[config.mk]
export PLATFORM = sky130hd
export DESIGN_NAME = base64_stream_decoder_flat
export DESIGN_NICKNAME = d
export VERILOG_FILES = /design/src/sv/b64d_pkg.sv /design/src/sv/b64d_in_if.sv /design/src/sv/b64d_out_if.sv /design/src/sv/b64d_front.sv /design/src/sv/b64d_queue.sv /design/src/sv/b64d_back.sv /design/src/sv/base64_stream_decoder.sv /design/src/flat_wrapper.sv
export VERILOG_INCLUDE_DIRS = /design/src /design/src/sv
export SDC_FILE = /design/constraint.sdc
export NUM_CORES = 1
export LEC_CHECK = 0
export BUFFER_PORTS_ARGS = -buffer_cell sky130_fd_sc_hd__buf_2
export CAP_MARGIN = 10
export CELL_PAD_IN_SITES_DETAIL_PLACEMENT = 1
export CELL_PAD_IN_SITES_GLOBAL_PLACEMENT = 2
export CORE_MARGIN = 8
export CORE_UTILIZATION = 45
export DETAILED_ROUTE_END_ITERATION = 12
export GPL_TIMING_DRIVEN = 0
export MAX_ROUTING_LAYER = met4
export PLACE_DENSITY_LB_ADDON = 0.1
export RECOVER_POWER = 100
export SLEW_MARGIN = 30
export SYNTH_ARGS = -nofsm -noshare
export SYNTH_HDL_FRONTEND = slang
export SYNTH_SLANG_ARGS = --single-unit
[constraint.sdc]
create_clock -name clk -period 4.3 [get_ports clk]
set_clock_uncertainty 0.2 [all_clocks]
set_input_delay 0.645 -clock clk [delete_from_list [all_inputs] [get_ports clk]]
set_output_delay 0.645 -clock clk [all_outputs]
set_load 0.03 [all_outputs]
[src/sv/base64_stream_decoder_defines.svh]
// ---------------------------------------------------------------------------
// Base64 stream decoder assertion macros
// Shared assertion shorthands for the decoder modules. Each macro expects
// signals named clk and rst_n in the module that uses it.
// ---------------------------------------------------------------------------
`ifndef BASE64_STREAM_DECODER_DEFINES_SVH
`define BASE64_STREAM_DECODER_DEFINES_SVH

`ifndef SYNTHESIS
`define B64D_ASSERT_IMP(lbl, ante, cons) \
    lbl: assert property (@(posedge clk) disable iff (!rst_n) (ante) |-> (cons)) \
        else $error("b64d: same-cycle check failed");
`define B64D_ASSERT_NXT(lbl, ante, cons) \
    lbl: assert property (@(posedge clk) disable iff (!rst_n) (ante) |=> (cons)) \
        else $error("b64d: next-cycle check failed");
`else
`define B64D_ASSERT_IMP(lbl, ante, cons)
`define B64D_ASSERT_NXT(lbl, ante, cons)
`endif

`endif

[src/sv/b64d_pkg.sv]
// ---------------------------------------------------------------------------
// Base64 decoder package
// Character codes, status codes, the command that links the front and back
// halves, and the character classification function.
// ---------------------------------------------------------------------------
`default_nettype none

package b64d_pkg;

    localparam logic [7:0] SX_BAD      = 8'hFF;
    localparam logic [7:0] SX_PAD      = 8'hFE;

    localparam logic [7:0] CH_EQUALS   = 8'h3D;
    localparam logic [7:0] CH_LF       = 8'h0A;
    localparam logic [7:0] CH_CR       = 8'h0D;
    localparam logic [7:0] CH_SPACE    = 8'h20;
    localparam logic [7:0] CH_PLUS     = 8'h2B;
    localparam logic [7:0] CH_SLASH    = 8'h2F;
    localparam logic [7:0] CH_UPPER_A  = 8'h41;
    localparam logic [7:0] CH_UPPER_Z  = 8'h5A;
    localparam logic [7:0] CH_LOWER_A  = 8'h61;
    localparam logic [7:0] CH_LOWER_Z  = 8'h7A;
    localparam logic [7:0] CH_DIGIT_0  = 8'h30;
    localparam logic [7:0] CH_DIGIT_9  = 8'h39;

    typedef enum logic [1:0] {
        ST_OK         = 2'd0,
        ST_BAD_LENGTH = 2'd1,
        ST_INVALID    = 2'd2
    } status_t;

    typedef struct packed {
        logic [23:0] bytes;
        logic [1:0]  count;
        logic        last;
        status_t     status;
    } b64d_cmd_t;

    function automatic logic [7:0] char_value(input logic [7:0] c);
        logic [7:0] v;
        begin
            priority if (c >= CH_UPPER_A && c <= CH_UPPER_Z)
                v = c - CH_UPPER_A;
            else if (c >= CH_LOWER_A && c <= CH_LOWER_Z)
                v = c - CH_LOWER_A + 8'd26;
            else if (c >= CH_DIGIT_0 && c <= CH_DIGIT_9)
                v = c - CH_DIGIT_0 + 8'd52;
            else if (c == CH_PLUS)
                v = 8'd62;
            else if (c == CH_SLASH)
                v = 8'd63;
            else if (c == CH_EQUALS)
                v = SX_PAD;
            else
                v = SX_BAD;
            return v;
        end
    endfunction

endpackage

`default_nettype wire

[src/sv/b64d_in_if.sv]
// ---------------------------------------------------------------------------
// Base64 decoder character channel
// Valid/ready channel carrying one encoded character and its last flag.
// ---------------------------------------------------------------------------
`default_nettype none

interface b64d_in_if;
    logic       valid;
    logic       ready;
    logic [7:0] in_char;
    logic       in_last;

    modport source (output valid, output in_char, output in_last, input ready);
    modport sink   (input valid, input in_char, input in_last, output ready);
endinterface

`default_nettype wire

[src/sv/b64d_out_if.sv]
// ---------------------------------------------------------------------------
// Base64 decoder result channel
// Valid/ready channel carrying one decoded byte with end mark and status.
// ---------------------------------------------------------------------------
`default_nettype none

interface b64d_out_if;
    logic       valid;
    logic       ready;
    logic [7:0] out_byte;
    logic       has_byte;
    logic       end_mark;
    logic [1:0] status;

    modport source (output valid, output out_byte, output has_byte,
                    output end_mark, output status, input ready);
    modport sink   (input valid, input out_byte, input has_byte,
                    input end_mark, input status, output ready);
endinterface

`default_nettype wire

[src/sv/b64d_front.sv]
// ---------------------------------------------------------------------------
// Base64 decoder front end
// Accepts characters, tracks quad phase, padding, trailing whitespace and
// errors, and issues one byte-group command per completed output decision.
// ---------------------------------------------------------------------------
`default_nettype none
`include "base64_stream_decoder_defines.svh"

module b64d_front
    import b64d_pkg::*;
(
    input  wire logic  clk,
    input  wire logic  rst_n,
    b64d_in_if.sink    enc,
    output b64d_cmd_t  push_cmd,
    output logic       push,
    input  wire logic  full
);

    logic [17:0] accum_reg,      accum_next;
    logic [1:0]  phase_reg,      phase_next;
    logic        third_pad_reg,  third_pad_next;
    logic [23:0] held_quad_reg,  held_quad_next;
    logic        held_valid_reg, held_valid_next;
    logic [1:0]  held_pad_reg,   held_pad_next;
    logic [1:0]  ws_count_reg,   ws_count_next;
    logic        ws_seen_reg,    ws_seen_next;
    logic        invalid_reg,    invalid_next;

    logic       accept;
    logic       is_ws;
    logic [7:0] v;
    logic       is_pad;
    logic [5:0] s;
    logic [1:0] phase_eff;
    logic       emit3;
    status_t    st;

    assign enc.ready = !full;
    assign accept    = enc.valid && enc.ready;

    always_comb
    begin
        is_ws  = (enc.in_char == CH_LF) || (enc.in_char == CH_CR) ||
                 (enc.in_char == CH_SPACE);
        v      = char_value(enc.in_char);
        is_pad = (v == SX_PAD);
        s      = (v[7:6] != 2'd0) ? 6'd0 : v[5:0];

        accum_next      = accum_reg;
        phase_next      = phase_reg;
        third_pad_next  = third_pad_reg;
        held_quad_next  = held_quad_reg;
        held_valid_next = held_valid_reg;
        held_pad_next   = held_pad_reg;
        ws_count_next   = ws_count_reg;
        ws_seen_next    = ws_seen_reg;
        invalid_next    = invalid_reg;
        phase_eff       = phase_reg;
        emit3           = 1'b0;

        if (is_ws)
        begin
            ws_count_next = 2'(ws_count_reg + 2'd1);
            ws_seen_next  = 1'b1;
        end
        else
        begin
            // Pending whitespace followed by text counts as invalid characters.
            phase_eff     = ws_seen_reg ? 2'(phase_reg + ws_count_reg) : phase_reg;
            invalid_next  = invalid_reg || ws_seen_reg || (v == SX_BAD);
            ws_count_next = 2'd0;
            ws_seen_next  = 1'b0;
            emit3           = held_valid_reg && !invalid_next;
            held_valid_next = 1'b0;
            unique case (phase_eff)
                2'd0:
                begin
                    accum_next     = {12'd0, s};
                    third_pad_next = 1'b0;
                end
                2'd1:
                begin
                    accum_next = {accum_reg[11:0], s};
                end
                2'd2:
                begin
                    accum_next     = {accum_reg[11:0], s};
                    third_pad_next = is_pad;
                end
                2'd3:
                begin
                    held_quad_next  = {accum_reg, s};
                    held_pad_next   = is_pad ? (third_pad_reg ? 2'd2 : 2'd1) : 2'd0;
                    held_valid_next = 1'b1;
                end
            endcase
            phase_next = 2'(phase_eff + 2'd1);
        end

        if (phase_next != 2'd0)
            st = ST_BAD_LENGTH;
        else if (invalid_next)
            st = ST_INVALID;
        else
            st = ST_OK;

        push_cmd.bytes  = held_quad_reg;
        push_cmd.count  = 2'd3;
        push_cmd.last   = enc.in_last;
        push_cmd.status = ST_OK;
        if (enc.in_last)
        begin
            // The final step delivers at most one quad's worth of bytes.
            priority if (st != ST_OK)
            begin
                push_cmd.count  = 2'd0;
                push_cmd.status = st;
            end
            else if (emit3)
            begin
                push_cmd.count = 2'd3;
            end
            else if (held_valid_next)
            begin
                push_cmd.bytes = held_quad_next;
                push_cmd.count = 2'(2'd3 - held_pad_next);
            end
            else
            begin
                push_cmd.count = 2'd0;
            end
        end
        push = accept && (enc.in_last || emit3);
    end

    always_ff @(posedge clk or negedge rst_n)
    begin
        if (!rst_n)
        begin
            accum_reg      <= '0;
            phase_reg      <= '0;
            third_pad_reg  <= 1'b0;
            held_quad_reg  <= '0;
            held_valid_reg <= 1'b0;
            held_pad_reg   <= '0;
            ws_count_reg   <= '0;
            ws_seen_reg    <= 1'b0;
            invalid_reg    <= 1'b0;
        end
        else if (accept)
        begin
            if (enc.in_last)
            begin
                accum_reg      <= '0;
                phase_reg      <= '0;
                third_pad_reg  <= 1'b0;
                held_quad_reg  <= '0;
                held_valid_reg <= 1'b0;
                held_pad_reg   <= '0;
                ws_count_reg   <= '0;
                ws_seen_reg    <= 1'b0;
                invalid_reg    <= 1'b0;
            end
            else
            begin
                accum_reg      <= accum_next;
                phase_reg      <= phase_next;
                third_pad_reg  <= third_pad_next;
                held_quad_reg  <= held_quad_next;
                held_valid_reg <= held_valid_next;
                held_pad_reg   <= held_pad_next;
                ws_count_reg   <= ws_count_next;
                ws_seen_reg    <= ws_seen_next;
                invalid_reg    <= invalid_next;
            end
        end
    end

    `B64D_ASSERT_NXT(a_last_clears_stream, accept && enc.in_last,
        phase_reg == 2'd0 && !held_valid_reg && !invalid_reg && !ws_seen_reg)
    `B64D_ASSERT_IMP(a_error_sends_no_bytes, push && push_cmd.status != ST_OK,
        push_cmd.count == 2'd0 && push_cmd.last)

endmodule

`default_nettype wire

[src/sv/b64d_queue.sv]
// ---------------------------------------------------------------------------
// Base64 decoder command queue
// Short first-in first-out queue of byte-group commands between the front
// end and the beat sequencer.
// ---------------------------------------------------------------------------
`default_nettype none
`include "base64_stream_decoder_defines.svh"

module b64d_queue
    import b64d_pkg::*;
#(
    parameter int DEPTH = 4
)
(
    input  wire logic       clk,
    input  wire logic       rst_n,
    input  wire logic       push,
    input  wire b64d_cmd_t  push_cmd,
    output logic            full,
    input  wire logic       pop,
    output b64d_cmd_t       pop_cmd,
    output logic            empty
);

    localparam int PW = (DEPTH > 1) ? $clog2(DEPTH) : 1;
    localparam int CW = $clog2(DEPTH + 1);

    b64d_cmd_t       slot_reg [DEPTH];
    logic [PW-1:0]   wr_ptr_reg, wr_ptr_next;
    logic [PW-1:0]   rd_ptr_reg, rd_ptr_next;
    logic [CW-1:0]   count_reg,  count_next;

    assign full    = (count_reg == CW'(DEPTH));
    assign empty   = (count_reg == '0);
    assign pop_cmd = slot_reg[rd_ptr_reg];

    always_comb
    begin
        wr_ptr_next = wr_ptr_reg;
        rd_ptr_next = rd_ptr_reg;
        count_next  = count_reg;
        if (push)
            wr_ptr_next = (wr_ptr_reg == PW'(DEPTH - 1)) ? '0 : PW'(wr_ptr_reg + 1'b1);
        if (pop)
            rd_ptr_next = (rd_ptr_reg == PW'(DEPTH - 1)) ? '0 : PW'(rd_ptr_reg + 1'b1);
        if (push && !pop)
            count_next = CW'(count_reg + 1'b1);
        else if (pop && !push)
            count_next = CW'(count_reg - 1'b1);
    end

    always_ff @(posedge clk)
    begin
        if (push)
            slot_reg[wr_ptr_reg] <= push_cmd;
    end

    always_ff @(posedge clk or negedge rst_n)
    begin
        if (!rst_n)
        begin
            wr_ptr_reg <= '0;
            rd_ptr_reg <= '0;
            count_reg  <= '0;
        end
        else
        begin
            wr_ptr_reg <= wr_ptr_next;
            rd_ptr_reg <= rd_ptr_next;
            count_reg  <= count_next;
        end
    end

    `B64D_ASSERT_IMP(a_no_push_when_full, push, !full)
    `B64D_ASSERT_IMP(a_no_pop_when_empty, pop, !empty)

endmodule

`default_nettype wire

[src/sv/b64d_back.sv]
// ---------------------------------------------------------------------------
// Base64 decoder beat sequencer
// Takes byte-group commands from the queue and sends them out one byte per
// beat from a registered command, placing end mark and status on the last.
// ---------------------------------------------------------------------------
`default_nettype none
`include "base64_stream_decoder_defines.svh"

module b64d_back
    import b64d_pkg::*;
(
    input  wire logic       clk,
    input  wire logic       rst_n,
    b64d_out_if.source      dec,
    output logic            pop,
    input  wire b64d_cmd_t  pop_cmd,
    input  wire logic       empty
);

    b64d_cmd_t   cur_reg;
    logic        cur_valid_reg, cur_valid_next;
    logic [1:0]  idx_reg,       idx_next;
    logic        final_beat;
    logic        no_bytes;
    logic [7:0]  sel_byte;

    assign no_bytes   = (cur_reg.count == 2'd0);
    assign final_beat = no_bytes || (idx_reg == 2'(cur_reg.count - 2'd1));

    always_comb
    begin
        unique case (idx_reg)
            2'd0:    sel_byte = cur_reg.bytes[23:16];
            2'd1:    sel_byte = cur_reg.bytes[15:8];
            default: sel_byte = cur_reg.bytes[7:0];
        endcase
    end

    assign dec.valid    = cur_valid_reg;
    assign dec.out_byte = no_bytes ? 8'd0 : sel_byte;
    assign dec.has_byte = !no_bytes;
    assign dec.end_mark = cur_reg.last && final_beat;
    assign dec.status   = no_bytes ? cur_reg.status : ST_OK;

    assign pop = !empty && (!cur_valid_reg || (dec.ready && final_beat));

    always_comb
    begin
        cur_valid_next = cur_valid_reg;
        idx_next       = idx_reg;
        if (pop)
        begin
            cur_valid_next = 1'b1;
            idx_next       = 2'd0;
        end
        else if (cur_valid_reg && dec.ready)
        begin
            if (final_beat)
                cur_valid_next = 1'b0;
            else
                idx_next = 2'(idx_reg + 2'd1);
        end
    end

    always_ff @(posedge clk)
    begin
        if (pop)
            cur_reg <= pop_cmd;
    end

    always_ff @(posedge clk or negedge rst_n)
    begin
        if (!rst_n)
        begin
            cur_valid_reg <= 1'b0;
            idx_reg       <= '0;
        end
        else
        begin
            cur_valid_reg <= cur_valid_next;
            idx_reg       <= idx_next;
        end
    end

    `B64D_ASSERT_IMP(a_empty_beat_is_end, dec.valid && !dec.has_byte, dec.end_mark)

endmodule

`default_nettype wire

[src/sv/base64_stream_decoder.sv]
// ---------------------------------------------------------------------------
// Base64 stream decoder
// Decodes standard base64 text, one character per beat on enc, into bytes
// on dec, with an end mark and a status on the final beat of each stream.
//
// enc carries in_char and in_last; dec carries out_byte, has_byte, end_mark
// and status (0 ok, 1 bad length, 2 invalid character).
// The front end takes one character per cycle whenever the command queue
// has room. A completed quad is held until the next non-whitespace
// character arrives; its bytes then pass through the command queue into
// the registered command of the beat sequencer and go out at one beat per
// cycle while dec is ready. On the final character the last bytes, or a
// single end beat without a byte, take the same path. Four characters give
// at most three beats, so while dec is ready the block sustains one character
// per cycle; the queue absorbs the three-beat burst of a released quad.
// When dec is stalled, commands gather in the QUEUE_DEPTH-entry queue and
// enc.ready falls once it is full. Reset clears all stream state, the
// queue and the output stage; no beat is pending after reset.
// ---------------------------------------------------------------------------
`default_nettype none

module base64_stream_decoder
    import b64d_pkg::*;
#(
    parameter int QUEUE_DEPTH = 4
)
(
    input  wire logic  clk,
    input  wire logic  rst_n,
    b64d_in_if.sink    enc,
    b64d_out_if.source dec
);

    b64d_cmd_t push_cmd;
    b64d_cmd_t pop_cmd;
    logic      push;
    logic      pop;
    logic      full;
    logic      empty;

    b64d_front u_front
    (
        .clk      (clk),
        .rst_n    (rst_n),
        .enc      (enc),
        .push_cmd (push_cmd),
        .push     (push),
        .full     (full)
    );

    b64d_queue
    #(
        .DEPTH (QUEUE_DEPTH)
    )
    u_queue
    (
        .clk      (clk),
        .rst_n    (rst_n),
        .push     (push),
        .push_cmd (push_cmd),
        .full     (full),
        .pop      (pop),
        .pop_cmd  (pop_cmd),
        .empty    (empty)
    );

    b64d_back u_back
    (
        .clk     (clk),
        .rst_n   (rst_n),
        .dec     (dec),
        .pop     (pop),
        .pop_cmd (pop_cmd),
        .empty   (empty)
    );

endmodule

`default_nettype wire

[src/flat_wrapper.sv]
// flat-port wrapper written by rule: the top's interface ports become plain ports
module base64_stream_decoder_flat import b64d_pkg::*;
#(
    parameter int QUEUE_DEPTH = 4
)
  (clk, rst_n, enc_valid, enc_in_char, enc_in_last, enc_ready, dec_valid, dec_out_byte, dec_has_byte, dec_end_mark, dec_status, dec_ready);
  b64d_in_if enc_i ();
  b64d_out_if dec_i ();
  input  wire logic clk;
  input  wire logic rst_n;
  input wire logic [$bits(enc_i.valid)-1:0] enc_valid;
  input wire logic [$bits(enc_i.in_char)-1:0] enc_in_char;
  input wire logic [$bits(enc_i.in_last)-1:0] enc_in_last;
  output wire logic [$bits(enc_i.ready)-1:0] enc_ready;
  output wire logic [$bits(dec_i.valid)-1:0] dec_valid;
  output wire logic [$bits(dec_i.out_byte)-1:0] dec_out_byte;
  output wire logic [$bits(dec_i.has_byte)-1:0] dec_has_byte;
  output wire logic [$bits(dec_i.end_mark)-1:0] dec_end_mark;
  output wire logic [$bits(dec_i.status)-1:0] dec_status;
  input wire logic [$bits(dec_i.ready)-1:0] dec_ready;
  assign enc_i.valid = enc_valid;
  assign enc_i.in_char = enc_in_char;
  assign enc_i.in_last = enc_in_last;
  assign enc_ready = enc_i.ready;
  assign dec_valid = dec_i.valid;
  assign dec_out_byte = dec_i.out_byte;
  assign dec_has_byte = dec_i.has_byte;
  assign dec_end_mark = dec_i.end_mark;
  assign dec_status = dec_i.status;
  assign dec_i.ready = dec_ready;
  base64_stream_decoder #(.QUEUE_DEPTH(QUEUE_DEPTH)) u_core (.clk(clk), .rst_n(rst_n), .enc(enc_i), .dec(dec_i));
endmodule
==> results.toml, run 1 <==
[route]
antenna_left = 0
vias_per_cell = 5.655
drt-initial-drc-count = 366
drc = 0
detail_route.wl_per_cell_microns = 21.96
drt-pass1-iter-count = 4
routed_wl_mm = 21.96
vias = 5655

[global_route]
globalRouteMet3Util = 0.02713
grt_util_met2 = 0.2814
grt_use_total = 0.1758
busiest_layer = "met2"
first_global_vias = 6107
grt_max_degree = 47
grt_antenna_before_repair = 0
global_route.overflow_total = 0
grt_pass1_wl_mm = 34.99
grtUsageMet1 = 0.2318

[pwr]
seq_power_share = 0.434
comb_power_share = 0.287
switchingPower_uw = 2240
pwr-share-clk = 0.280
p_int_uw = 4549
swShare = 0.3300
total_leakage_power_uw = 0.003863
power.density_nw_per_um2 = 639.8
ir_worst_vdd_mv = 0.2375

[die]
die_width_microns = 160.4
die_h_microns = 160.4
ioPinCount = 27
coreArea_sq_um = 20760
design.die.area_sq_um = 25740
core.rowCount = 53
start_util = 0.4522

[clocking]
cts_setup_buffers = 0
cts_tree = "done"
htree_levels = 1
cts-root-buf = "sky130_fd_sc_hd__clkbuf_16"
clk_path_buf_depth = 3
cts_num_sinks = 207
tritoncts.num_buffers = 23
cts.reportedPaths.clkPinSlew_ns = 0.06
clk_latency_ns = 0.50

[finish]
layout_common_cells = "sky130_fd_sc_hd__edfxtp_1 (145), sky130_fd_sc_hd__nand2_1 (77), sky130_fd_sc_hd__dfrtp_1 (62), sky130_fd_sc_hd__clkbuf_1 (50), sky130_fd_sc_hd__o21ai_0 (40)"
post_route_cells_drive_above_1_share = 0.1407
fillers = 2044
design_area_sq_um = 10610
area_growth_syn_to_layout_pct = 13.04
most_frequent_standard_cell_in_the_layout_excluding_fill_and_tap_cells = "sky130_fd_sc_hd__edfxtp_1"
count_of_nets_after_finishing = 744
post_route_non_filler_standard_cell_count = 1000
antenna_cells_inserted = 0
final_util = 0.5112
largest_register_ffs = 116

[sta]
setup_viol_count_final = 0
final.min_clock_period_ns = 4.019
setup_repair_after_global_routing_missed_its_margin = "false"
timing.final.max_slew_violations = 47
worst_relative_slew_slack = -0.4125
achievable-frequency_ghz = 0.2488
worst_slew_pin_slew_ns = 2.115
final_hold_viol_count = 0
final_min_period_over_clock_period = 0.9346

[logic_synthesis]
ys_async_sr_fraction = 0.2995
netlist_instances = 654
synth_seq_cells = 207
postSynthAreaPerCell_sq_um = 14.35
yosysUniqueCellTypes = 74
synth.yosys.seq_area_share = 0.6292
syn_nets = 689
number_of_enable_type_register_cells_in_the_synthesized_netlist = 145
yosysWarningCount = 0
yosys_most_used_dff = "sky130_fd_sc_hd__edfxtp_1"
mappedNetlistArea_sq_um = 9387

[status]
violations = "max-capacitance violations, max-slew violations"
run_status = "complete, but fails checks"

[worst_setup_path]
startpoint_type = "primary input"
worstRegToRegCells = 10
class_of_the_most_critical_setup_path = "primary input to flip-flop"
cp_max_fo = 8
critical_path_arrival_ns = 4.20
endpoint_kind = "flip-flop"
critical_path_required_ns = 4.48

[place]
place.detailed.instances = 958
port_buffer_count = 24
finalWeightedCongestion = 0.8457
dpl_cell_area_sq_um = 9966
place.detailed.hpwl_mm = 15.70

[job]
max_cap_violations = 1

[min_path]
min-delay-path-class = "flip-flop to flip-flop"
hold_depth = 1
-- critical path, stage by stage --
cell,delay (ns)
sky130_fd_sc_hd__buf_2,0.16
sky130_fd_sc_hd__inv_1,0.13
sky130_fd_sc_hd__ha_1,0.16
sky130_fd_sc_hd__clkbuf_1,0.28
sky130_fd_sc_hd__a21o_2,0.25
sky130_fd_sc_hd__nand4_4,0.15
sky130_fd_sc_hd__and3_4,0.21
sky130_fd_sc_hd__a221o_2,0.50
sky130_fd_sc_hd__o41ai_2,0.47
sky130_fd_sc_hd__a21oi_2,0.22
sky130_fd_sc_hd__ha_1,0.26
sky130_fd_sc_hd__inv_1,0.08
sky130_fd_sc_hd__fa_1,0.41
sky130_fd_sc_hd__mux2_2,0.27
-- power by group through the flow --
| stage | clock network, uW | logic (uW) | registers, uW |
|---|---|---|---|
| global placement | 0 | 1930 | 2960 |
| global route | 2010 | 2150 | 2980 |
| floorplan | 0 | 1430 | 2890 |
| finish | 1900 | 1950 | 2950 |
| CTS | 1950 | 2040 | 2950 |
| detailed placement | 0 | 2030 | 2980 |
-- cell families after synthesis --
kind of cell,count (synthesis),synth area share
fa+ha+maj,22,0.03013
compound gates,139,0.1065
buf+inv,57,0.02879
flops,207,0.6292
xor+xnor,9,0.008397
simple gates,160,0.08518
mux,60,0.1118
-- final timing paths --
kind                                                  from                         endpoint  slack [ns]
max                                         enc_in_char[2]      u_core.u_queue.count_reg[1]        0.28
min                        u_core.u_front.held_quad_reg[3]  u_core.u_front.held_quad_reg[3]        0.31
max reg2reg                     u_core.u_front.ws_seen_reg   u_core.u_queue.slot_reg[3][22]        0.47
min reg2reg                u_core.u_front.held_quad_reg[3]  u_core.u_front.held_quad_reg[3]        0.31
max in group asynchronous                            rst_n     u_core.u_front.third_pad_reg        0.64
min in group asynchronous                            rst_n          u_core.u_back.dec.valid        0.66
-- Yosys cell counts, types with 10 or more instances --
| cell | instances | share of area |
|---|---|---|
| sky130_fd_sc_hd__dfrtp_1 | 62 | 0.17 |
| sky130_fd_sc_hd__nand2_1 | 77 | 0.031 |
| sky130_fd_sc_hd__edfxtp_1 | 145 | 0.46 |
| sky130_fd_sc_hd__a22o_1 | 10 | 0.0093 |
| sky130_fd_sc_hd__mux2_2 | 19 | 0.023 |
| sky130_fd_sc_hd__mux4_2 | 29 | 0.070 |
| sky130_fd_sc_hd__o21ai_0 | 40 | 0.021 |
| sky130_fd_sc_hd__a22oi_1 | 26 | 0.021 |
| sky130_fd_sc_hd__clkbuf_1 | 22 | 0.0088 |
| sky130_fd_sc_hd__a21oi_1 | 16 | 0.0085 |
| sky130_fd_sc_hd__mux2_4 | 10 | 0.016 |
| sky130_fd_sc_hd__inv_1 | 21 | 0.0084 |
| sky130_fd_sc_hd__ha_1 | 21 | 0.028 |
| sky130_fd_sc_hd__nor2_1 | 24 | 0.0096 |
-- what timing repair did --
action | CTS | global route
endpoints found under the hold margin | 16 | 0
hold buffers | 1 | 0
resized for setup | 0 | 1
endpoints found under the setup margin | 0 | 1
-- metrics by stage --
stage	hold WS [ns]	setup TNS, ns	worst slack (ns)	power (uW)
3_5_place_dp	0.3001	-6.514	-0.3415	5017
4_1_cts	0.3026	0	0.1409	6936
2_1_floorplan	0.1494	0	0.5312	4318
6_report	0.3107	0	0.2810	6789
5_1_grt	0.3324	0	0.08561	7146
3_3_place_gp	0.2793	-93.19	-0.8091	4889
-- layout make-up --
cell class                      count  area, sq um  share of cell area
Buffer                             35        170.2             0.01604
Inverter                           22        82.58            0.007783
Timing Repair Buffer               30        203.9             0.01922
Sequential cell                   207         5906              0.5566
Clock inverter                      8        97.59            0.009198
Clock buffer                       33        633.1             0.05967
Tap cell                          275        344.1             0.03243
Multi-Input combinational cell    390         3173              0.2991
-- metal layers --
layer | vias up | share of wire
met3 | 27 | 0.035
met2 | 74 | 0.48
li1 | 2624 | -
met5 | - | 0
met4 | 0 | 0.019
met1 | 2930 | 0.46
Power figures use the tool's default switching activity.
==> run 2, diff against run 1 <==
CORE_UTILIZATION = 47   (was 45)
CTS_BUF_LIST = sky130_fd_sc_hd__clkbuf_2   (was not set)
==> results.toml, run 2 (same netlist as run 1, synthesis figures left out) <==
[status]
violations = "max-capacitance violations, max-slew violations"
run_status = "complete, but fails checks"

[worst_setup_path]
class_of_the_most_critical_setup_path = "primary input to flip-flop"
cp_max_fo = 8
critical_path_required_ns = 4.81
worstRegToRegCells = 10
critical_path_arrival_ns = 4.49
reg2reg_setup_slack_ns = 0.32
reg2reg_from = "u_core.u_front.ws_seen_reg"
startpoint_type = "primary input"
critical_path.reg2reg.endpoint = "u_core.u_queue.slot_reg[1][27]"
endpoint_kind = "flip-flop"

[place]
place.detailed.instances = 948
finalWeightedCongestion = 0.8545
port_buffer_count = 24
place.detailed.hpwl_mm = 15.90

[finish]
area_growth_syn_to_layout_pct = 11.94
post_route_non_filler_standard_cell_count = 1052
layout_common_cells = "sky130_fd_sc_hd__edfxtp_1 (145), sky130_fd_sc_hd__clkbuf_2 (85), sky130_fd_sc_hd__nand2_1 (78), sky130_fd_sc_hd__dfrtp_1 (62), sky130_fd_sc_hd__clkbuf_1 (43)"
post_route_cells_drive_above_1_share = 0.2150
count_of_nets_after_finishing = 777
fillers = 2017
register_area_sq_um = 5906
multi_input_comb_area_sq_um = 3198
largest_register_ffs = 116
final_util = 0.5381
most_frequent_standard_cell_in_the_layout_excluding_fill_and_tap_cells = "sky130_fd_sc_hd__edfxtp_1"

[route]
vias_per_cell = 5.625
drt-pass1-iter-count = 4
routed_wl_mm = 22.45
antenna_left = 0
detail_route.wl_per_cell_microns = 21.34
drt-initial-drc-count = 385
vias = 5917
drc = 0

[global_route]
global_route.overflow_total = 0
grt_use_total = 0.1950
first_global_vias = 6513
grt_antenna_before_repair = 1
grt_max_degree = 50
grt_pass1_wl_mm = 35.86

[clocking]
clk_path_buf_depth = 3
cts-root-buf = "sky130_fd_sc_hd__clkbuf_2"
htree_levels = 2
tritoncts.num_buffers = 53
cts.reportedPaths.clkPinSlew_ns = 0.10
clk_latency_ns = 0.80
cts_hold_repair.buffers = 4
cts_tree = "done"
cts_setup_buffers = 0
cts_num_sinks = 207
gates_resized_cts_repair = 0

[min_path]
hold_depth = 3
min-delay-path-class = "primary input to flip-flop"
worst_hold_path.endpoint = "u_core.u_back.idx_reg[1]"
worst_hold_startpoint = "dec_ready"

[die]
coreArea_sq_um = 19530
core.rowCount = 51
die_width_microns = 157.3
start_util = 0.4807
die_h_microns = 157.3
ioPinCount = 27
design.die.area_sq_um = 24750

[sta]
achievable-frequency_ghz = 0.2513
setup_repair_after_global_routing_missed_its_margin = "false"
worst_relative_slew_slack = -0.5608
final_hold_viol_count = 0
worst_slew_pin_slew_ns = 2.341
setup_viol_count_final = 0
final_min_period_over_clock_period = 0.9253
timing.final.max_slew_violations = 50
final.min_clock_period_ns = 3.979

[pwr]
total_leakage_power_uw = 0.003972
ir_worst_vdd_mv = 0.2299
power.density_nw_per_um2 = 612.1

[job]
max_cap_violations = 1
## run 2: changes by cell type in the layout (fill, tap and decap cells not counted), sizes merged, moves of 2 or more
| cell | delta |
|---|---|
| clkbuf | +52 |
| dlygate4sd3 | +3 |
| clkinv | +7 |
| buf | -2 |
## run 2: worst max-delay path by stage
| stage | from | endpoint | slack (ns) | cells past startpoint |
|---|---|---|---|---|
| CTS | u_core.u_back.idx_reg[0] | dec_out_byte[0] | 0.42 | 7 |
| global route | u_core.u_front.ws_seen_reg | u_core.u_queue.slot_reg[1][27] | 0.09 | 10 |
| floorplan | enc_in_char[2] | u_core.u_queue.count_reg[1] | 0.53 | 13 |
| finish | enc_in_char[2] | u_core.u_queue.count_reg[2] | 0.32 | 16 |
| detailed placement | enc_in_char[2] | u_core.u_queue.count_reg[2] | -0.37 | 16 |
| global placement | enc_in_char[2] | u_core.u_queue.slot_reg[3][27] | -0.81 | 11 |
## run 2: critical path: stages
cell                       delay, ns
sky130_fd_sc_hd__buf_2          0.19
sky130_fd_sc_hd__inv_1          0.12
sky130_fd_sc_hd__ha_1           0.20
sky130_fd_sc_hd__clkbuf_1       0.19
sky130_fd_sc_hd__nor2b_1        0.20
sky130_fd_sc_hd__o21ai_1        0.29
sky130_fd_sc_hd__nand2_1        0.24
sky130_fd_sc_hd__o221ai_4       0.36
sky130_fd_sc_hd__o41ai_1        0.14
sky130_fd_sc_hd__a21oi_1        0.67
sky130_fd_sc_hd__ha_1           0.32
sky130_fd_sc_hd__inv_1          0.07
sky130_fd_sc_hd__fa_1           0.37
sky130_fd_sc_hd__xor2_1         0.18
sky130_fd_sc_hd__nor2_1         0.12
sky130_fd_sc_hd__xor2_1         0.18
## run 2: stage by stage
step | setup TNS, ns | total power (uW) | hold WS (ns) | cell area, sq um | setup WS (ns)
CTS | 0 | 6555 | 0.01958 | 10580 | 0.4238
global route | 0 | 6827 | 0.04677 | 10510 | 0.08605
finish | 0 | 6431 | 0.1057 | 10510 | 0.3211
floorplan | 0 | 4318 | 0.1494 | 9387 | 0.5312
global placement | -92.94 | 4878 | 0.2799 | 9838 | -0.8063
detailed placement | -18.07 | 5035 | 0.2978 | 9983 | -0.3747
## run 2: routing by layer
metal  wire length, microns  up-vias  part of all wire  track usage
met3                   1188       30             0.053      0.04195
met1                   9839     3025              0.44       0.2355
met5                      0        -                 0            -
met2                  11050      140              0.49       0.3231
met4                    376        0             0.017      0.06256
li1                       -     2722                 -            -
## run 2: where the power goes
group	switching [uW]	internal, uW	leakage, uW
Clock	804	695	0.000413
Sequential	236	2700	0.00218
Combinational	1270	725	0.00138
## run 2: cell type report
cell class,instances,area share
tap,265,0.03156
inverter,22,0.007859
buffer,35,0.01548
timing repair buffer,33,0.02512
multi-input combinational,390,0.3044
clock buffer,83,0.03953
clock inverter,16,0.01381
antenna,1,0.0002382
sequential,207,0.5620
